$ cat config.mk
export PLATFORM = sky130hd
export DESIGN_NAME = p2sca_class_unit
export DESIGN_NICKNAME = d
export VERILOG_FILES = /design/src/design/p2sca_pkg.sv /design/src/design/p2sca_class_unit.sv
export SDC_FILE = /design/constraint.sdc
export NUM_CORES = 1
export LEC_CHECK = 0
export BUFFER_PORTS_ARGS = -buffer_cell sky130_fd_sc_hd__buf_2
export CORE_MARGIN = 4
export CORE_UTILIZATION = 55
export DETAILED_ROUTE_END_ITERATION = 10
export PLACE_DENSITY_LB_ADDON = 0.1
export SETUP_SLACK_MARGIN = 0.02
export SLEW_MARGIN = 20
export SYNTH_ARGS = -nofsm -noshare
export SYNTH_HDL_FRONTEND = slang
export SYNTH_SLANG_ARGS = --single-unit
$ cat constraint.sdc
create_clock -name vclk -period 8.2
set_clock_uncertainty 0.2 [all_clocks]
set_input_delay 0.41 -clock vclk [all_inputs]
set_output_delay 0.41 -clock vclk [all_outputs]
set_load 0.01 [all_outputs]
$ cat src/design/p2sca_pkg.sv
// Shared constants, codes and types of the power-of-two size-class allocator.
package p2sca_pkg;

	// Fixed field widths.
	localparam int ADDR_BITS  = 20;
	localparam int REQ_W      = 16;
	localparam int NEED_W     = REQ_W + 1;
	localparam int CFG_W      = 9;
	localparam int REG_COUNT  = 8;
	localparam int REG_IDX_W  = 3;
	localparam int MODE_W     = 2;
	localparam int STATUS_W   = 2;
	localparam int IN_DATA_W  = 40;
	localparam int OUT_DATA_W = 24;

	// Geometry of the size classes.
	localparam int MIN_CLASS_LOG2 = 4;
	localparam int HEADER_BYTES   = 4;

	// Defaults of the top-level parameters.
	localparam int DEF_NUM_CLASSES          = 8;
	localparam int DEF_MAX_BLOCKS_PER_CLASS = 256;

	// Item kinds.
	localparam logic [MODE_W-1:0] MODE_ALLOC = 2'd0;
	localparam logic [MODE_W-1:0] MODE_FREE  = 2'd1;
	localparam logic [MODE_W-1:0] MODE_INIT  = 2'd2;

	// Result status codes.
	localparam logic [STATUS_W-1:0] STATUS_OK       = 2'd0;
	localparam logic [STATUS_W-1:0] STATUS_OOM      = 2'd1;
	localparam logic [STATUS_W-1:0] STATUS_ZERO     = 2'd2;
	localparam logic [STATUS_W-1:0] STATUS_BAD_FREE = 2'd3;

	// Verdict of the class test unit for the class under test.
	typedef struct packed {
		logic alloc_hit;
		logic in_range;
		logic aligned;
	} cls_resp_t;

endpackage

$ cat src/design/p2sca_class_unit.sv
// Shared class test unit: block size, fit test, run range and alignment for one class.
module p2sca_class_unit #(
	parameter int NUM_CLASSES          = p2sca_pkg::DEF_NUM_CLASSES,
	parameter int MAX_BLOCKS_PER_CLASS = p2sca_pkg::DEF_MAX_BLOCKS_PER_CLASS
) (
	input  logic [((NUM_CLASSES > 1) ? $clog2(NUM_CLASSES) : 1)-1:0] cls,
	input  logic [p2sca_pkg::NEED_W-1:0]                              need,
	input  logic                                                      fill_nz,
	input  logic [p2sca_pkg::ADDR_BITS-1:0]                           blk,
	input  logic [p2sca_pkg::ADDR_BITS-1:0]                           base,
	input  logic [$clog2(MAX_BLOCKS_PER_CLASS + 1)-1:0]               total,
	output logic [p2sca_pkg::ADDR_BITS-1:0]                           block_size,
	output p2sca_pkg::cls_resp_t                                      resp
);

	localparam int SH_W   = $clog2(p2sca_pkg::MIN_CLASS_LOG2 + NUM_CLASSES + 1);
	localparam int SPAN_W = $clog2(MAX_BLOCKS_PER_CLASS + 1) + p2sca_pkg::MIN_CLASS_LOG2 +
			NUM_CLASSES;
	localparam int W1     = (SPAN_W > p2sca_pkg::ADDR_BITS) ? SPAN_W : p2sca_pkg::ADDR_BITS;
	localparam int CMP_W  = (W1 > p2sca_pkg::NEED_W) ? W1 : p2sca_pkg::NEED_W;

	logic [SH_W-1:0]                  shamt;
	logic [CMP_W-1:0]                 bsize;
	logic [CMP_W-1:0]                 span;
	logic [p2sca_pkg::ADDR_BITS-1:0]  off;

	// Block size of the class is a shift by its log2 size.
	assign shamt = SH_W'(p2sca_pkg::MIN_CLASS_LOG2) + SH_W'(cls);
	assign bsize = CMP_W'(1) << shamt;
	assign span  = CMP_W'(total) << shamt;

	// Offset of the block from the start of the class run, wrapping like addresses do.
	assign off = blk - base;

	assign block_size     = p2sca_pkg::ADDR_BITS'(bsize);
	assign resp.alloc_hit = (CMP_W'(need) <= bsize) && fill_nz;
	assign resp.in_range  = CMP_W'(off) < span;
	assign resp.aligned   = (CMP_W'(off) & (bsize - CMP_W'(1))) == '0;

endmodule

==> qor.txt, run 1 <==
Die W - 77.5 µm
final setup margin - 3.86 ns
crit-path max cell delay - 0.41 ns
post-synth cell types - 71
fin cells - 502
Post-synth top cells - 54 x ha_1, 37 x inv_1, 29 x nand2_1
Slew @ Worst Pin - 0.492 ns
crit path time final - 4.34 ns
CP Capture Type - output port
Sequential Area - 0 µm²
hold slack - 0.974 ns
maximum VDD drop - 37.6 µV
seq_cells - 0
Worst Path Arrival - 3.73 ns
most common cell in the synthesized netlist - ha_1
Core Box Area - 4690 µm²
cts hold-fix bufs - 0
Top Usage Layer GRT - met2
M2 GR Usage - 37.0%
critical path class - in -> out
total track usage - 19.6%
Cell Rows - 25
Post-Route Utilization - 64.8%
initial core utilization - 56.6%
antenna-violating nets left - 0
Avg Cell Area, Syn - 7.14 µm²
dpl ws - 3.93 ns
layout cell share with drive strength beyond 1 - 21.9%
Die Ht - 77.5 µm
Filler cells - 455
post-cts gate resize count - 0
area of the multi-input gates - 2430 µm²
Worst slew margin - 66.9%
total gr overflow - 0
fin crit share - 52.9%
Seq/Total Area, Yosys - 0%
Comb pwr share - 100.0%
Final nets - 575
DR iter-0 viols - 110
crit path to - resp[1]
Synth area leader - ha_1
worst path cell trace - buf_2 > inv_1 > ha_1 > fa_1 > nor2b_1 > o31ai_1 > a211oi_1 > o21ai_0 > a21boi_0 > nor2_1 > ha_1 > a21oi_1 > o2111ai_1 > a221o_1 > a221oi_1 > buf_2
initial antenna violation count - 0
1st-pass router iterations - 4
Pint - 0.102 mW
DRC Markers - 0
top-area cell type share of the netlist area - 25.4%
RSZ-0062 raised after global routing - no
Die ar. - 6010 µm²
Max Clk Rate - 0.231 GHz
via count - 2794
status - finished clean
Reg power frac - 0%
Max stage delay cell, worst path - fa_1
Post-CTS Setup Inserts - 0
Placer Congestion - 0.868
Required @ worst endpoint - 7.59 ns
Critical Path Fanout Max - 3
Mapped Area - 2660 µm²
Yosys warnings - 0
leakage - 1.65 nW
I/O Pins - 93
Final HPWL DP - 5550 µm
vias in the first global route - 2497
ANT cells - 0
met3 Track Usage GR - 0.928%
endpoints failing hold - 0
first-pass GRT wire length - 10400 µm
worst min-delay path class - in -> out
Net Sw Frac - 54.2%
endpoints failing setup - 0
critical path startpoint - blk[0]
Post-Synthesis Cells - 372
clock power share - 0%
final wirelength - 6340 µm
largest cells by area after synthesis - ha_1 25%, inv_1 5.2%, a21oi_1 4.3%
Psw - 0.121 mW
Cells after DPL - 502
routed len/inst - 12.6 µm
port bufs - 81
Via density - 5.57
max-cap viol count - 0
met1 Resource Use GR - 25.5%
Clock Buffer Count - 0
P&R area growth vs syn - 14.5%
crit path launch type - input pin
pwr/cell area - 73.5 nW/µm²
Final Max Tran Viols - 0
largest net degree at the start of global routing - 26
Final TNS setup - 0 ns
## critical path: cells and delay by family
| kind | cells | cell delay (ns) |
|---|---|---|
| AO/OA/AOI/OAI | 8 | 1.82 |
| adder cells (fa/ha/maj) | 3 | 0.93 |
| buffers and inverters | 3 | 0.27 |
| AND/OR/NAND/NOR | 2 | 0.27 |
## final cells by class
| class | instances | area share (%) |
|---|---|---|
| tap | 54 | 2.22 |
| multi-input combinational | 329 | 79.8 |
| timing repair buffer | 81 | 13.3 |
| inverter | 38 | 4.69 |
## worst min path at each step
stage                     cells after the start     from             to  slack (ns)
after floorplan                               1   cls[0]  block_size[4]        0.69
after global placement                        4  fill_nz        resp[2]        0.98
after detailed placement                      4  fill_nz        resp[2]        0.97
after CTS                                     4  fill_nz        resp[2]        0.98
after global routing                          4  fill_nz        resp[2]        1.01
final                                         4  fill_nz        resp[2]        0.97
## per-layer routing
layer	vias to the layer above	routed length, µm
met3	4	304
met4	0	51
met2	69	3140
met1	1237	2850
met5	-	0
li1	1484	-
## per-stage QoR
stage          cell area, µm²  total power, mW
2_1_floorplan            2740            0.172
6_report                 3040            0.223
4_1_cts                  3040            0.223
3_3_place_gp             3040            0.216
5_1_grt                  3040            0.255
3_5_place_dp             3040            0.222
## placed cells by master, fill, tap and decap left out, types with 5 or more instances in the layout
cell type / count
a211oi_1: 5
nand3_1: 12
nor3_1: 9
xnor2_1: 8
nor2b_1: 8
conb_1: 23
nor2_1: 20
nand2b_1: 5
xor2_1: 5
inv_1: 37
mux2_2: 5
ha_1: 54
o21a_1: 9
a21oi_1: 23
o21ai_0: 14
a21o_1: 11
buf_2: 81
or3_1: 5
nand2_1: 29
nand4_1: 5
mux2i_1: 9
## cell families (layout without fill, tap and decap cells)
| kind of cell | Yosys count | after routing | share of synthesized area (%) |
|---|---|---|---|
| AO/OA/AOI/OAI | 107 | 107 | 29.1 |
| XOR/XNOR | 13 | 13 | 4.28 |
| adder cells (fa/ha/maj) | 55 | 55 | 26.2 |
| buffers and inverters | 64 | 119 | 11.7 |
| multiplexers | 14 | 14 | 5.51 |
| other | 2 | 23 | 0.283 |
| AND/OR/NAND/NOR | 117 | 117 | 22.9 |
## power by group through the flow
stage               sequential, mW  clock, mW  combinational, mW
detailed placement               0          0              0.222
CTS                              0          0              0.223
global route                     0          0              0.255
finish                           0          0              0.223
global placement                 0          0              0.216
floorplan                        0          0              0.172
Note: power is estimated with default switching activity, not from simulation.
==> inputs of run 2 (changes only) <==
--- a/config.mk
+++ b/config.mk
@@ -7,7 +7,7 @@
 export LEC_CHECK = 0
 export BUFFER_PORTS_ARGS = -buffer_cell sky130_fd_sc_hd__buf_2
 export CORE_MARGIN = 4
-export CORE_UTILIZATION = 55
+export CORE_UTILIZATION = 54
 export DETAILED_ROUTE_END_ITERATION = 10
 export PLACE_DENSITY_LB_ADDON = 0.1
 export SETUP_SLACK_MARGIN = 0.02
==> constraint.sdc (replaced) <==
create_clock -name vclk -period 4.3
set_clock_uncertainty 0.2 [all_clocks]
set_input_delay 0.215 -clock vclk [all_inputs]
set_output_delay 0.215 -clock vclk [all_outputs]
set_load 0.01 [all_outputs]
==> run 2 against run 1 <==
- worst setup slack worse by 3.5 ns
- sequential share of layout area stayed put
- core utilization is 0.51 points lower
- critical endpoint unchanged
- routed wire length is 0.96% higher
- combinational power is 92% higher
- first-iteration DRC count is 1.8% higher
- highest routed layer unchanged
==> qor.txt, run 2 (synthesis results as in run 1) <==
seq_cells - 0
Final HPWL DP - 5660 µm
Max stage delay cell, worst path - fa_1
final setup margin - 0.407 ns
via count - 2809
layout cell share with drive strength beyond 1 - 21.9%
hold slack - 0.606 ns
most frequent cells in the layout - 81 x buf_2, 54 x ha_1, 37 x inv_1
HP Start - fill_nz
worst min-delay path class - in -> out
dpl ws - 0.449 ns
final wirelength - 6400 µm
Die ar. - 6110 µm²
Clock Buffer Count - 0
Required @ worst endpoint - 3.88 ns
Max Clk Rate - 0.257 GHz
total track usage - 20.1%
leakage - 1.65 nW
Die W - 78.2 µm
Critical Path Fanout Max - 3
vias in the first global route - 2543
port bufs - 81
status - finished clean
antenna-violating nets left - 0
first-pass GRT wire length - 10600 µm
Sequential Area - 0 µm²
Min-Delay Path Depth - 4
maximum VDD drop - 85.5 µV
Worst Path Arrival - 3.48 ns
CP Capture Type - output port
Filler cells - 478
ANT cells - 0
post-cts gate resize count - 0
hold path endpoint - resp[2]
Via density - 5.45
endpoints failing setup - 0
P&R area growth vs syn - 15.1%
largest net degree at the start of global routing - 26
Final nets - 575
Core Box Area - 4750 µm²
routed len/inst - 12.4 µm
I/O Pins - 93
crit-path max cell delay - 0.41 ns
cts hold-fix bufs - 0
max-cap viol count - 0
1st-pass router iterations - 5
commonest non-fill, non-tap cell in the layout - buf_2
crit path launch type - input pin
fin crit share - 90.5%
initial core utilization - 55.9%
total gr overflow - 0
Post-CTS Setup Inserts - 0
Placer Congestion - 0.862
pwr/cell area - 140 nW/µm²
worst path cell trace - buf_2 > inv_1 > ha_1 > fa_1 > nor2b_1 > o31ai_1 > a211oi_1 > o21ai_0 > a21boi_0 > nor2_1 > ha_1 > a21oi_1 > o2111ai_1 > a221o_1 > a221oi_1 > buf_2
initial antenna violation count - 0
Final TNS setup - 0 ns
Worst slew margin - 59.2%
crit path time final - 3.89 ns
critical path class - in -> out
DRC Markers - 0
Cell Rows - 25
RSZ-0062 raised after global routing - no
critical path startpoint - blk[0]
Slew @ Worst Pin - 0.596 ns
DR iter-0 viols - 112
Final Max Tran Viols - 0
Die Ht - 78.2 µm
endpoints failing hold - 0
-- run 2: cell counts in the layout (fill, tap and decap cells not counted) --
No cell type changed its count.
-- run 2: how the worst max path moves through the flow --
stage	to	cells past startpoint
5_1_grt	resp[1]	16
2_1_floorplan	resp[1]	16
4_1_cts	resp[1]	16
6_report	resp[1]	16
3_5_place_dp	resp[1]	16
3_3_place_gp	resp[1]	16
-- run 2: metrics by stage --
step | cell area, µm² | total power, mW | cells | utilization (%)
2_1_floorplan | 2740 | 0.327 | 393 | -
6_report | 3060 | 0.428 | 515 | 64.3
3_5_place_dp | 3060 | 0.424 | 515 | 64.3
5_1_grt | 3060 | 0.489 | 515 | 64.3
4_1_cts | 3060 | 0.426 | 515 | 64.3
3_3_place_gp | 3060 | 0.413 | 515 | 64.3
-- run 2: area by class of cell --
type | instances | area (µm²) | share of cell area [%]
timing repair buffer | 81 | 405 | 13.3
inverter | 38 | 143 | 4.66
tap | 67 | 83.8 | 2.74
multi-input combinational | 329 | 2430 | 79.3
-- run 2: worst max-delay path, delay by kind of cell --
kind	cells	cell delay (ns)
AO/OA/AOI/OAI	8	1.77
adder cells (fa/ha/maj)	3	0.92
buffers and inverters	3	0.28
AND/OR/NAND/NOR	2	0.29
-- run 2: layer usage --
metal	part of all wire, %	track usage [%]
met5	0	0
met4	0.62	1.40
met3	5.2	0.459
met2	51	39.3
met1	43	25.4
-- run 2: power by group --
group / total, mW / switching (mW) / leakage (nW) / internal (mW)
clock: 0 / 0 / 0 / 0
sequential: 0 / 0 / 0 / 0
combinational: 0.428 / 0.232 / 1.65 / 0.195
total: 0.428 / 0.232 / 1.65 / 0.195
